==> config.mk <==
export PLATFORM = sky130hd
export DESIGN_NAME = bpu_position
export DESIGN_NICKNAME = d
export VERILOG_FILES = /design/src/rtl/bmp_pixel_unpacker_core_defines.svh /design/src/rtl/bpu_pkg.sv /design/src/rtl/bpu_position.sv
export SDC_FILE = /design/constraint.sdc
export NUM_CORES = 1
export LEC_CHECK = 0
export ABC_AREA = 1
export ABC_CLOCK_PERIOD_IN_PS = 6300
export BUFFER_PORTS_ARGS = -buffer_cell sky130_fd_sc_hd__buf_2
export CAP_MARGIN = 10
export CELL_PAD_IN_SITES_DETAIL_PLACEMENT = 1
export CELL_PAD_IN_SITES_GLOBAL_PLACEMENT = 1
export CORE_MARGIN = 2
export CORE_UTILIZATION = 41
export CTS_CLUSTER_SIZE = 8
export DETAILED_ROUTE_END_ITERATION = 10
export PLACE_DENSITY_LB_ADDON = 0.1
export SETUP_SLACK_MARGIN = 0.1
export SKIP_LAST_GASP = 1
export SYNTH_ARGS = -nofsm -noshare
export SYNTH_HDL_FRONTEND = slang
export SYNTH_SLANG_ARGS = --single-unit
export TNS_END_PERCENT = 5
==> constraint.sdc <==
create_clock -name clock -period 6.3 [get_ports clock]
set_input_delay 0.315 -clock clock [delete_from_list [all_inputs] [get_ports clock]]
set_output_delay 0.315 -clock clock [all_outputs]
set_load 0.005 [all_outputs]
==> src/rtl/bmp_pixel_unpacker_core_defines.svh <==
// Assertion macros shared by the BMP pixel unpacker RTL.
// Depends on nothing; files that check their logic include it by name.
`ifndef BMP_PIXEL_UNPACKER_CORE_DEFINES_SVH
`define BMP_PIXEL_UNPACKER_CORE_DEFINES_SVH
`ifndef SYNTHESIS
`define BPU_ASSERT_SAME(lbl, clk, rst, ante, cons, msg) \
   lbl: assert property (@(posedge clk) disable iff (rst) (ante) |-> (cons)) \
      else $error(msg);
`define BPU_ASSERT_NEXT(lbl, clk, rst, ante, cons, msg) \
   lbl: assert property (@(posedge clk) disable iff (rst) (ante) |=> (cons)) \
      else $error(msg);
`else
`define BPU_ASSERT_SAME(lbl, clk, rst, ante, cons, msg)
`define BPU_ASSERT_NEXT(lbl, clk, rst, ante, cons, msg)
`endif
`endif

==> src/rtl/bpu_pkg.sv <==
// Shared types and constants of the BMP pixel unpacker.
// Depends on nothing; used by the position tracker and the top level.
package bpu_pkg;

   localparam int MAX_DIMENSION = 4096;
   localparam int PALETTE_DEPTH = 256;
   localparam int PAL_AW        = $clog2(PALETTE_DEPTH);
   localparam int RGB_W         = 24;
   localparam int CFG_W         = 13;
   localparam int BPP_W         = 6;
   localparam int CSR_IDX_W     = 2;
   localparam int CNT_W         = $clog2(MAX_DIMENSION + 1);
   localparam int COL_W         = 12;
   localparam int MAX_RESULTS   = 8;
   localparam int RUN_W         = $clog2(MAX_RESULTS + 1);
   localparam int SLOT_W        = $clog2(MAX_RESULTS);

   localparam logic MODE_PALETTE = 1'b0;
   localparam logic MODE_DATA    = 1'b1;

   localparam logic [1:0] STATUS_PIXEL       = 2'd0;
   localparam logic [1:0] STATUS_UNSUPPORTED = 2'd1;
   localparam logic [1:0] STATUS_OVERRUN     = 2'd2;

   localparam logic [CSR_IDX_W-1:0] REG_IMAGE_WIDTH    = 2'd0;
   localparam logic [CSR_IDX_W-1:0] REG_IMAGE_HEIGHT   = 2'd1;
   localparam logic [CSR_IDX_W-1:0] REG_BITS_PER_PIXEL = 2'd2;

   localparam logic [BPP_W-1:0] BPP_1  = 6'd1;
   localparam logic [BPP_W-1:0] BPP_4  = 6'd4;
   localparam logic [BPP_W-1:0] BPP_8  = 6'd8;
   localparam logic [BPP_W-1:0] BPP_24 = 6'd24;

   typedef enum logic [2:0] {
      KIND_ERROR,
      KIND_PAL1,
      KIND_PAL4,
      KIND_PAL8,
      KIND_RGB
   } job_kind_type;

   typedef struct packed {
      logic         mode;
      logic [7:0]   data_byte;
      logic [7:0]   palette_index;
      logic [7:0]   palette_red;
      logic [7:0]   palette_green;
      logic [7:0]   palette_blue;
   } req_payload_type;

   typedef struct packed {
      logic [COL_W-1:0] pixel_column;
      logic [COL_W-1:0] pixel_row;
      logic [7:0]       out_red;
      logic [7:0]       out_green;
      logic [7:0]       out_blue;
      logic [1:0]       status;
      logic             last_of_run;
      logic             frame_done;
   } rsp_payload_type;

   // Work that one data byte leaves for the lookup pipeline.
   typedef struct packed {
      logic               valid;
      job_kind_type       kind;
      logic [1:0]         status;
      logic [RUN_W-1:0]   count;
      logic [CNT_W-1:0]   first_col;
      logic [CNT_W-1:0]   last_col;
      logic [COL_W-1:0]   row_out;
      logic               last_row;
      logic [7:0]         data_byte;
      logic [RGB_W-1:0]   rgb;
   } job_type;

endpackage

==> src/rtl/bpu_position.sv <==
// Configuration registers and frame position tracking of the BMP pixel unpacker.
// Depends on bpu_pkg; turns accepted data bytes into lookup jobs.
module bpu_position (
   input  logic                           clock,
   input  logic                           reset,
   input  logic                           csr_we,
   input  logic [bpu_pkg::CSR_IDX_W-1:0]  csr_index,
   input  logic [bpu_pkg::CFG_W-1:0]      csr_wdata,
   input  logic                           byte_accept,
   input  logic [7:0]                     data_byte,
   output bpu_pkg::job_type               job
);
   import bpu_pkg::*;

   function automatic logic [CNT_W-1:0] clamp_dim(input logic [CFG_W-1:0] v);
      logic [CNT_W-1:0] r;
      if (v == '0) begin
         r = CNT_W'(1);
      end else if (v > CFG_W'(MAX_DIMENSION)) begin
         r = CNT_W'(MAX_DIMENSION);
      end else begin
         r = CNT_W'(v);
      end
      return r;
   endfunction

   logic [CFG_W-1:0] width_ff, width_in, height_ff, height_in;
   logic [BPP_W-1:0] bpp_ff, bpp_in;
   logic [CNT_W-1:0] col_ff, col_in, srow_ff, srow_in;
   logic [1:0]       rbp_ff, rbp_in, rgbp_ff, rgbp_in;
   logic [15:0]      held_ff, held_in;
   logic             pad_ff, pad_in;

   logic [CNT_W-1:0] w, h, avail, col_new;
   logic [RUN_W-1:0] cap, n;
   logic [1:0]       rbp_next, rgbp_next;
   logic [15:0]      held_next;
   logic             supported, overrun, is_rgb;

   assign w         = clamp_dim(width_ff);
   assign h         = clamp_dim(height_ff);
   assign is_rgb    = (bpp_ff == BPP_24);
   assign supported = (bpp_ff == BPP_1) || (bpp_ff == BPP_4) || (bpp_ff == BPP_8) || is_rgb;
   assign overrun   = (srow_ff >= h);
   assign avail     = (col_ff < w) ? (w - col_ff) : '0;
   assign rbp_next  = rbp_ff + 2'd1;

   always_comb begin
      unique case (bpp_ff)
         BPP_1:   cap = RUN_W'(8);
         BPP_4:   cap = RUN_W'(2);
         BPP_8:   cap = RUN_W'(1);
         BPP_24:  cap = (rgbp_ff == 2'd2) ? RUN_W'(1) : '0;
         default: cap = '0;
      endcase
   end

   assign n       = (avail < CNT_W'(cap)) ? RUN_W'(avail) : cap;
   assign col_new = col_ff + CNT_W'(n);

   // Blue arrives first, then green, then red completes the pixel.
   always_comb begin
      rgbp_next = rgbp_ff;
      held_next = held_ff;
      if (is_rgb) begin
         unique case (rgbp_ff)
            2'd0: begin
               held_next = {8'h00, data_byte};
               rgbp_next = 2'd1;
            end
            2'd1: begin
               held_next = {data_byte, held_ff[7:0]};
               rgbp_next = 2'd2;
            end
            default: begin
               rgbp_next = 2'd0;
            end
         endcase
      end
   end

   always_comb begin
      width_in  = width_ff;
      height_in = height_ff;
      bpp_in    = bpp_ff;
      col_in    = col_ff;
      srow_in   = srow_ff;
      rbp_in    = rbp_ff;
      rgbp_in   = rgbp_ff;
      held_in   = held_ff;
      pad_in    = pad_ff;
      if (csr_we && (csr_index == REG_IMAGE_WIDTH || csr_index == REG_IMAGE_HEIGHT ||
                     csr_index == REG_BITS_PER_PIXEL)) begin
         unique case (csr_index)
            REG_IMAGE_WIDTH:  width_in  = csr_wdata;
            REG_IMAGE_HEIGHT: height_in = csr_wdata;
            default:          bpp_in    = csr_wdata[BPP_W-1:0];
         endcase
         col_in  = '0;
         srow_in = '0;
         rbp_in  = '0;
         rgbp_in = '0;
         held_in = '0;
         pad_in  = 1'b0;
      end else if (byte_accept) begin
         priority if (pad_ff) begin
            rbp_in = rbp_next;
            if (rbp_next == 2'd0) begin
               col_in  = '0;
               srow_in = srow_ff + CNT_W'(1);
               pad_in  = 1'b0;
            end
         end else if (overrun || !supported) begin
            // Error bytes leave the position untouched.
         end else begin
            col_in  = col_new;
            rgbp_in = rgbp_next;
            held_in = held_next;
            rbp_in  = rbp_next;
            if (col_new >= w && (!is_rgb || rgbp_next == 2'd0)) begin
               if (rbp_next == 2'd0) begin
                  col_in  = '0;
                  srow_in = srow_ff + CNT_W'(1);
               end else begin
                  pad_in = 1'b1;
               end
            end
         end
      end
   end

   always_ff @(posedge clock) begin
      if (reset) begin
         width_ff  <= CFG_W'(1);
         height_ff <= CFG_W'(1);
         bpp_ff    <= BPP_24;
         col_ff    <= '0;
         srow_ff   <= '0;
         rbp_ff    <= '0;
         rgbp_ff   <= '0;
         held_ff   <= '0;
         pad_ff    <= 1'b0;
      end else begin
         width_ff  <= width_in;
         height_ff <= height_in;
         bpp_ff    <= bpp_in;
         col_ff    <= col_in;
         srow_ff   <= srow_in;
         rbp_ff    <= rbp_in;
         rgbp_ff   <= rgbp_in;
         held_ff   <= held_in;
         pad_ff    <= pad_in;
      end
   end

   always_comb begin
      job           = '0;
      job.first_col = col_ff;
      job.last_col  = w - CNT_W'(1);
      job.row_out   = COL_W'(h - CNT_W'(1) - srow_ff);
      job.last_row  = (srow_ff == h - CNT_W'(1));
      job.data_byte = data_byte;
      job.rgb       = {data_byte, held_ff[15:8], held_ff[7:0]};
      job.status    = STATUS_PIXEL;
      job.count     = n;
      job.kind      = KIND_ERROR;
      priority if (pad_ff) begin
         job.valid = 1'b0;
      end else if (overrun) begin
         job.valid  = 1'b1;
         job.status = STATUS_OVERRUN;
         job.count  = RUN_W'(1);
      end else if (!supported) begin
         job.valid  = 1'b1;
         job.status = STATUS_UNSUPPORTED;
         job.count  = RUN_W'(1);
      end else begin
         job.valid = (n != '0);
         unique case (bpp_ff)
            BPP_1:   job.kind = KIND_PAL1;
            BPP_4:   job.kind = KIND_PAL4;
            BPP_8:   job.kind = KIND_PAL8;
            default: job.kind = KIND_RGB;
         endcase
      end
   end

endmodule

After elaboration in Yosys (flattened, before gate mapping)
Index checks and enable logic that the tools add are counted.

word-level totals
  register bits after elaboration = 79
  input bits = 27
  output and inout port bits = 81
  word-level logic and storage cells = 104

cells by class
  $add $sub $neg = 7
  order comparisons = 6
  equality and inequality tests = 11
  mux-type cells = 35
  bitwise logic cells = 4
  reductions and logical operators = 31

operator list
  cell                                                  number
  2-to-1 mux 13 bit                                     14
  one-hot mux 16 bit (2 select lines)                   1
  greater-or-equal comparator 13 bit                    2
  > comparator 13 bit (second input constant)           2
  zero test 13 bit                                      2
  subtractor 13 x 1 -> 13 bit (second input constant)   2
  one-hot mux 4 bit (4 select lines)                    1
  adder 13 x 1 -> 13 bit (second input constant)        1
  adder 13 x 4 -> 13 bit                                1
  equality test 13 bit                                  1
  < comparator 13 bit                                   1
  < comparator 13 x 4 -> 1 bit                          1
  subtractor 13 bit                                     1
  subtractor 12 bit                                     1
  2-to-1 mux 9 bit                                      1
  one-hot mux 3 bit (3 select lines)                    1
  AND reduction 3 bit                                   3
  zero test 2 bit                                       4
  2-to-1 mux 1 bit                                      8
  AND reduction 2 bit                                   4
  logical OR 1 bit                                      7
  equality test 6 x 1 -> 1 bit (second input constant)  1
  equality test 6 x 3 -> 1 bit (second input constant)  1
  equality test 6 x 4 -> 1 bit (second input constant)  1
  other kinds (20)                                      32

Logic depth before layout (Yosys ltp)
Gate-level depths: netlist of the first run.

  depth in word-level cells = 13
  depth in mapped cells = 49

Worst setup path before layout of the first run
No wires, ideal clock.

  kind = register to register
  start point = register width_ff[7]
  end point = register srow_ff[7]
  arrival = 5.646 ns
  data required time = 6.164 ns
  slack = 0.518 ns
  stages on the path, launching flop included = 48
  buffers on the path = 1
  cells stage by stage = dfxtp_1 inv_1 nand4_1 nor3_1 nand4_1 nand2_1 inv_1 nor2_1 ha_1 nand2_1 nand2_1 nand2_1 nand2_1 a21oi_1 nand2_2 nand2_1 inv_1 nand2_1 [... 12 more ...] o21ai_0 nand2_1 nor2_1 nand3_1 nor2_1 nand3_1 xor2_1 ha_1 nand2_1 nor2_1 a21oi_1 nand3_1 nand2_1 nand2_1 nand3_4 buf_8 nor3_2 nor3_2

on the way
  longest elaborated chain between the ends = 12
  elaborated cells on any way between the ends = 14

RTL lines
  what                                                             RTL line             RTL
  from (decl)                                                      bpu_position.sv:27   logic [CFG_W-1:0] width_ff, width_in, height_ff, height_in;
  from (signal assigned)                                           bpu_position.sv:144  width_ff <= width_in;
  > comparator 13 bit                                              bpu_position.sv:19   end else if (v > CFG_W'(MAX_DIMENSION)) begin
  2-to-1 mux 13 bit                                                bpu_position.sv:19
  2-to-1 mux 13 bit (*)                                            bpu_position.sv:17   if (v == '0) begin
  subtractor 13 bit / < comparator 13 bit (equally long branches)  bpu_position.sv:45   assign avail = (col_ff < w) ? (w - col_ff) : '0;
  2-to-1 mux 13 bit                                                bpu_position.sv:45
  < comparator 13 x 4 -> 1 bit                                     bpu_position.sv:58   assign n = (avail < CNT_W'(cap)) ? RUN_W'(avail) : cap;
  2-to-1 mux 4 bit                                                 bpu_position.sv:58
  adder 13 x 4 -> 13 bit                                           bpu_position.sv:59   assign col_new = col_ff + CNT_W'(n);
  greater-or-equal comparator 13 bit (*)                           bpu_position.sv:120  if (col_new >= w && (!is_rgb || rgbp_next == 2'd0)) begin
  logical AND 1 bit (*)                                            bpu_position.sv:120
  nonzero test 2 bit (no source line) (*)                          -
  AND reduction 3 bit (no source line) (*)                         -
  to (signal assigned)                                             bpu_position.sv:148  srow_ff <= srow_in;
  to (decl)                                                        bpu_position.sv:29   logic [CNT_W-1:0] col_ff, col_in, srow_ff, srow_in;

Every way passes the cells marked *; elsewhere a longest branch is shown, timed or not.
A chain may end at the register's enable or synchronous reset.

Worst setup path after layout of the first run
  start point = register width_ff[6]
  end point = register srow_ff[0]

Same word-level chain as after synthesis.

==> results.py, run 1 <==
metrics = {
    "sta": {
        "max-slew-margin-rel": 0.265,
        "fin_ws_ns": -0.0334,
        "layout_min_cycle_time_ns": 6.33,
        "tightest_slew_ns": 1.10,
        "clock.fmax_mhz": 158,
        "hold_viol_final": 0,
        "finClkSkew_ns": 0.0116,
        "hold_slack_ns": 0.162,
        "setup_violations": 2,
        "rsz0062_at_grt": "yes",
        "timing.final.crit_share": 1.01,
        "slew_viol_final": 0,
    },
    "place": {
        "post-place-cells": 1344,
        "place_hpwl_microns": 17800,
        "gp_congestion": 0.909,
        "port_buffers": 107,
    },
    "logic_synthesis": {
        "synthArstFlopShare": 0,
        "ys.flop_type": "dfxtp_1",
        "ys_ff_latch": 79,
        "synth_area_leaders": "dfxtp_1, ha_1, nand2_1, inv_1, a21oi_1",
        "synth.top_cell.area_share": 0.232,
        "synth-seq-area-share": 0.232,
        "yosys.area.top_type": "dfxtp_1",
        "synth_area_sq_um": 6830,
        "synthesis.nets": 1113,
        "syn_avg_cell_area_sq_um": 6.70,
        "synth_edf_count": 0,
        "synth.distinct_cells": 49,
        "syn_inst": 1020,
        "ys_warn_count": 0,
    },
    "die": {
        "core_sq_um": 16400,
        "start_util": 0.416,
        "die_x_microns": 133,
        "num_rows": 47,
        "boundaryPins": 108,
        "dieArea_sq_um": 17700,
        "die_h_microns": 133,
    },
    "cts": {
        "cts_tree": "yes",
        "ctsHoldBuffers": 0,
        "path_clk_slew_ns": 0.07,
        "clk_latency_ns": 0.34,
        "clockBufferDepth": 2,
        "cts_root_buffer": "clkbuf_16",
        "cts_inserted_buffers": 9,
        "cts_sinks": 79,
        "cts_htree_levels": 3,
    },
    "worst_setup_path": {
        "path_class": "flop to flop",
        "path_max_fanout": 8,
        "slowest_delay_ns": 0.32,
        "cp_data_required_time_ns": 6.56,
        "cp_data_arrival_time_ns": 6.59,
        "crit_slowest_cell": "dfxtp_2",
        "crit_path_end_kind": "flop",
        "crit_family": "simple AND/OR/NAND/NOR gates",
        "cp_common_cell": "nand2_2",
        "cp_num_buf_inv": 8,
        "crit_path_start_kind": "flop",
    },
    "cells_and_area": {
        "num_antenna_cells": 0,
        "syn2layout_area_growth_pct": 27.6,
        "nets": 1252,
        "post_layout_nonfiller_instances": 1383,
        "seq_area_sq_um": 1590,
        "multi_input_area_sq_um": 4960,
        "nFillCells": 2146,
        "drive_gt1_frac": 0.283,
    },
    "global_route": {
        "grt_pass1_vias": 6811,
        "grt_usage": 0.244,
        "antenna_found_initial": 0,
        "grt_pass1_wl_microns": 34700,
        "gr-total-overflow": 0,
        "grt_max_degree": 32,
    },
    "detailed_routing": {
        "drtIter0Drc": 319,
        "viasPerCell": 5.22,
        "drt_first_pass_iters": 6,
        "wl_per_cell_microns": 17.3,
        "via_count": 7218,
        "drtAntennaViolNets": 0,
        "routed_wl_microns": 24000,
        "drt_drc_violations_left": 0,
    },
    "outcome": {
        "violations": "setup timing",
        "status": "complete, but fails checks",
    },
    "pwr": {
        "ir_worst_vdd_mv": 0.120,
        "powerDensity_nw_per_um2": 230,
        "p_leak_nw": 4.16,
    },
    "min_path": {
        "hold_path.class": "input port to flop",
    },
    "run": {
        "drv_cap": 0,
    },
}
## metal layers
| metal | GRT usage | up-vias | share of wire |
|---|---|---|---|
| met2 | 0.381 | 176 | 0.46 |
| met3 | 0.0326 | 32 | 0.046 |
| met5 | 0 | - | 0 |
| met1 | 0.359 | 3409 | 0.48 |
| met4 | 0.0514 | 0 | 0.017 |
| li1 | - | 3601 | - |
## power by group
group | internal, mW | switching [mW] | leakage [nW]
logic | 0.356 | 0.549 | 3.37
registers | 0.520 | 0.0200 | 0.643
clock network | 0.346 | 0.217 | 0.145
total | 1.22 | 0.786 | 4.16
## stage by stage
stage / setup TNS [ns] / util / setup WS [ns] / area, sq um / power (mW)
floorplan: 0 / - / 0.518 / 6830 / 1.06
global placement: -0.00901 / 0.466 / -0.00901 / 7650 / 1.29
detailed placement: -1.99 / 0.466 / -0.251 / 7650 / 1.30
CTS: 0 / 0.492 / 0.0947 / 8070 / 1.89
global route: -8.75 / 0.531 / -0.412 / 8710 / 2.13
finish: -0.0607 / 0.531 / -0.0334 / 8710 / 2.01
## cell families after synthesis
group	count (synthesis)	share of synthesized area
AND/OR/NAND/NOR	452	0.313
buffers and inverters	203	0.126
AO/OA/AOI/OAI	174	0.145
flip-flops	79	0.232
adder cells (fa/ha/maj)	66	0.124
XOR/XNOR	46	0.0601
## path summary, 6_finish.rpt
check / start / to / slack (ns) / depth (start not counted)
worst max-delay path: width_ff[6]$_SDFFE_PP0P_ / srow_ff[0]$_SDFFE_PP0P_ / -0.03 / 46
worst min-delay path: reset / bpp_ff[1]$_SDFFE_PP0P_ / 0.16 / 2
worst max register to register: width_ff[6]$_SDFFE_PP0P_ / srow_ff[0]$_SDFFE_PP0P_ / -0.03 / 46
worst min register to register: held_ff[0]$_SDFFE_PP0P_ / held_ff[0]$_SDFFE_PP0P_ / 0.47 / 2
## synth_stat cells, drive strengths merged, types with 4 or more instances
cell      n
nand2   214
inv     168
nor2    118
a21oi    92
dfxtp    79
ha       63
o21ai    55
nand3    47
xor2     42
nand4    35
nor3     27
buf      21
clkbuf   13
a211oi   10
nor4      6
xnor2     4
## worst register-to-register path, delay by kind of cell, from the launching register on
kind                       cells  cell delay, ns
xor gates and xnor gates       2            0.47
buffers and inverters          8            0.65
and+or+nand+nor               30            3.41
AOI/OAI and AO/OA              2            0.34
adders and majority gates      4            1.08
DFF                            1            0.32
## sequential cells by signal, indices dropped and copies added, names as in the netlist
name,flops
bpp_ff,6
col_ff,13
height_ff,13
held_ff,16
pad_ff,1
rbp_ff,2
rgbp_ff,2
srow_ff,13
width_ff,13
## repair_timing
| item | CTS | global route |
|---|---|---|
| cloned | 3 | 0 |
| setup buffers | 3 | 18 |
| pin swaps | 7 | 52 |
| endpoints found under the setup margin | 27 | 27 |
| resized for setup | 15 | 113 |
## cell usage in the layout, fill, tap and decap left out, types with 11 or more instances in the layout
cell type	netlist	final
a21oi_1	91	84
nor3_1	20	17
ha_4	0	17
nand4_1	30	30
buf_4	16	50
ha_1	63	45
o21ai_0	47	43
xor2_1	41	38
nand3_2	5	11
dfxtp_1	79	75
nand2_1	207	183
nor2_1	106	97
nand3_1	41	34
buf_2	1	107
inv_2	2	16
inv_1	165	148
nand2_2	6	26
## final cells by class
cell class              count  share of cell area
repair buffers            159               0.107
well taps                 220              0.0316
clock inverters             5             0.00962
flip-flops and latches     79               0.182
inverters                 169              0.0740
clock buffers              10              0.0263
multi-input cells         741               0.569
Note: power is estimated with default switching activity, not from simulation.
==> run 2: changes to the inputs <==
--- a/config.mk
+++ b/config.mk
@@ -16,6 +16,7 @@
 export CTS_CLUSTER_SIZE = 8
 export DETAILED_ROUTE_END_ITERATION = 10
 export PLACE_DENSITY_LB_ADDON = 0.1
+export RECOVER_POWER = 50
 export SETUP_SLACK_MARGIN = 0.1
 export SKIP_LAST_GASP = 1
 export SYNTH_ARGS = -nofsm -noshare
==> run 2 against run 1 <==
Compared with the run above: the flow still finishes with violations (setup timing); global-route usage did not move; hold slack improved by 0.040 ns; final cell count unchanged; register-to-register slack barely moved; largest power group unchanged; design area is 0.33% lower; sequential power about the same; critical endpoint unchanged.
==> results.py, run 2 (same netlist as run 1, synthesis figures left out) <==
metrics = {
    "sta": {
        "layout_min_cycle_time_ns": 6.33,
        "tightest_slew_ns": 1.10,
        "timing.final.crit_share": 1.00,
        "setup_violations": 2,
        "finClkSkew_ns": 0.0117,
        "max-slew-margin-rel": 0.264,
        "hold_slack_ns": 0.201,
        "rsz0062_at_grt": "yes",
        "slew_viol_final": 0,
        "hold_viol_final": 0,
        "fin_ws_ns": -0.0307,
        "clock.fmax_mhz": 158,
    },
    "worst_setup_path": {
        "crit_end": "srow_ff[0]$_SDFFE_PP0P_",
        "startpoint": "width_ff[6]$_SDFFE_PP0P_",
        "path_max_fanout": 8,
        "r2r_start": "width_ff[6]$_SDFFE_PP0P_",
        "cp_data_arrival_time_ns": 6.59,
        "r2r_cells": 46,
        "rr_endpoint": "srow_ff[0]$_SDFFE_PP0P_",
        "cp_data_required_time_ns": 6.56,
        "slowest_delay_ns": 0.32,
        "path_class": "flop to flop",
        "crit_path_end_kind": "flop",
        "reg2reg_slack_ns": -0.03,
        "cp_common_cell": "nand2_2",
        "crit_slowest_cell": "dfxtp_2",
        "crit_path_start_kind": "flop",
    },
    "detailed_routing": {
        "drt_drc_violations_left": 0,
        "viasPerCell": 5.22,
        "drtAntennaViolNets": 0,
        "routed_wl_microns": 23900,
        "via_count": 7216,
        "drtIter0Drc": 308,
        "drt_first_pass_iters": 6,
        "wl_per_cell_microns": 17.3,
    },
    "cts": {
        "clk_latency_ns": 0.34,
        "cts_inserted_buffers": 9,
        "clockBufferDepth": 2,
        "cts_root_buffer": "clkbuf_16",
        "cts_tree": "yes",
        "path_clk_slew_ns": 0.07,
        "cts_htree_levels": 3,
        "cts_sinks": 79,
        "ctsHoldBuffers": 0,
    },
    "cells_and_area": {
        "final_common_cell": "nand2_1",
        "nets": 1252,
        "seq_area_sq_um": 1590,
        "syn2layout_area_growth_pct": 27.1,
        "largest_register": "held_ff",
        "largest_reg_flops": 16,
        "post_layout_nonfiller_instances": 1383,
        "drive_gt1_frac": 0.263,
        "nFillCells": 2156,
        "multi_input_area_sq_um": 4960,
        "num_antenna_cells": 0,
        "final_core_util": 0.529,
        "final_cell_mix": "nand2_1, inv_1, nor2_1",
    },
    "die": {
        "die_x_microns": 133,
        "dieArea_sq_um": 17700,
        "core_sq_um": 16400,
        "num_rows": 47,
        "die_h_microns": 133,
        "start_util": 0.416,
        "boundaryPins": 108,
    },
    "place": {
        "gp_congestion": 0.909,
        "port_buffers": 107,
        "post-place-cells": 1344,
        "place_hpwl_microns": 17800,
    },
    "global_route": {
        "gr-total-overflow": 0,
        "grt_pass1_vias": 6811,
        "grt_pass1_wl_microns": 34700,
        "grt_usage": 0.244,
        "antenna_found_initial": 0,
        "grt_max_degree": 32,
    },
    "outcome": {
        "violations": "setup timing",
        "status": "complete, but fails checks",
    },
    "pwr": {
        "powerDensity_nw_per_um2": 231,
        "ir_worst_vdd_mv": 0.120,
        "p_leak_nw": 4.09,
        "p_total_mw": 2.01,
    },
    "min_path": {
        "hold_path.class": "input port to flop",
    },
    "run": {
        "drv_cap": 0,
    },
}
run 2: what timing repair did:
| action | CTS | global route |
|---|---|---|
| gates resized for setup | 15 | 113 |
| setup endpoints to repair | 27 | 27 |
| cloned | 3 | 0 |
| buffers inserted | 3 | 18 |
| pin swaps | 7 | 52 |
run 2: cell type report:
type                            instances  area share
Sequential cell                        79       0.183
Inverter                              169      0.0742
Multi-Input combinational cell        741       0.571
Tap cell                              220      0.0317
Timing Repair Buffer                  159       0.104
Clock buffer                           10      0.0264
Clock inverter                          5     0.00965
run 2: worst min-delay path by stage:
stage	from	to	slack (ns)	cells after the start
3_3_place_gp	rbp_ff[0]$_SDFFE_PP0P_	rbp_ff[0]$_SDFFE_PP0P_	0.45	1
4_1_cts	reset	bpp_ff[1]$_SDFFE_PP0P_	0.15	2
2_1_floorplan	reset	bpp_ff[1]$_SDFFE_PP0P_	0.38	1
6_report	reset	bpp_ff[1]$_SDFFE_PP0P_	0.20	2
3_5_place_dp	held_ff[0]$_SDFFE_PP0P_	held_ff[0]$_SDFFE_PP0P_	0.46	2
5_1_grt	reset	bpp_ff[1]$_SDFFE_PP0P_	0.22	2
run 2: critical path, delay by kind of cell (launching register included):
family                   cells  cell delay, ns
AND/OR/NAND/NOR             30            3.40
AO/OA/AOI/OAI                2            0.34
buffers and inverters        8            0.65
adder cells (fa/ha/maj)      4            1.07
flip-flops                   1            0.32
XOR/XNOR                     2            0.47
run 2: layer usage:
metal | track usage | vias to the layer above | wire length (microns)
met3 | 0.0326 | 30 | 1050
met5 | 0 | - | 0
li1 | - | 3600 | -
met1 | 0.359 | 3414 | 11600
met2 | 0.381 | 172 | 11000
met4 | 0.0514 | 0 | 385
run 2: power by group:
part / total [mW] / internal, mW / leakage [nW] / switching, mW
clock network: 0.563 / 0.346 / 0.145 / 0.217
logic: 0.904 / 0.355 / 3.30 / 0.549
registers: 0.540 / 0.520 / 0.643 / 0.0200
run 2: through the flow:
stage,setup TNS (ns),worst slack [ns],instance area [sq um]
after global placement,-0.00901,-0.00901,7650
after CTS,0,0.0947,8070
after global routing,-8.75,-0.412,8680
after floorplan,0,0.518,6830
final,-0.0559,-0.0307,8680
after detailed placement,-1.99,-0.251,7650
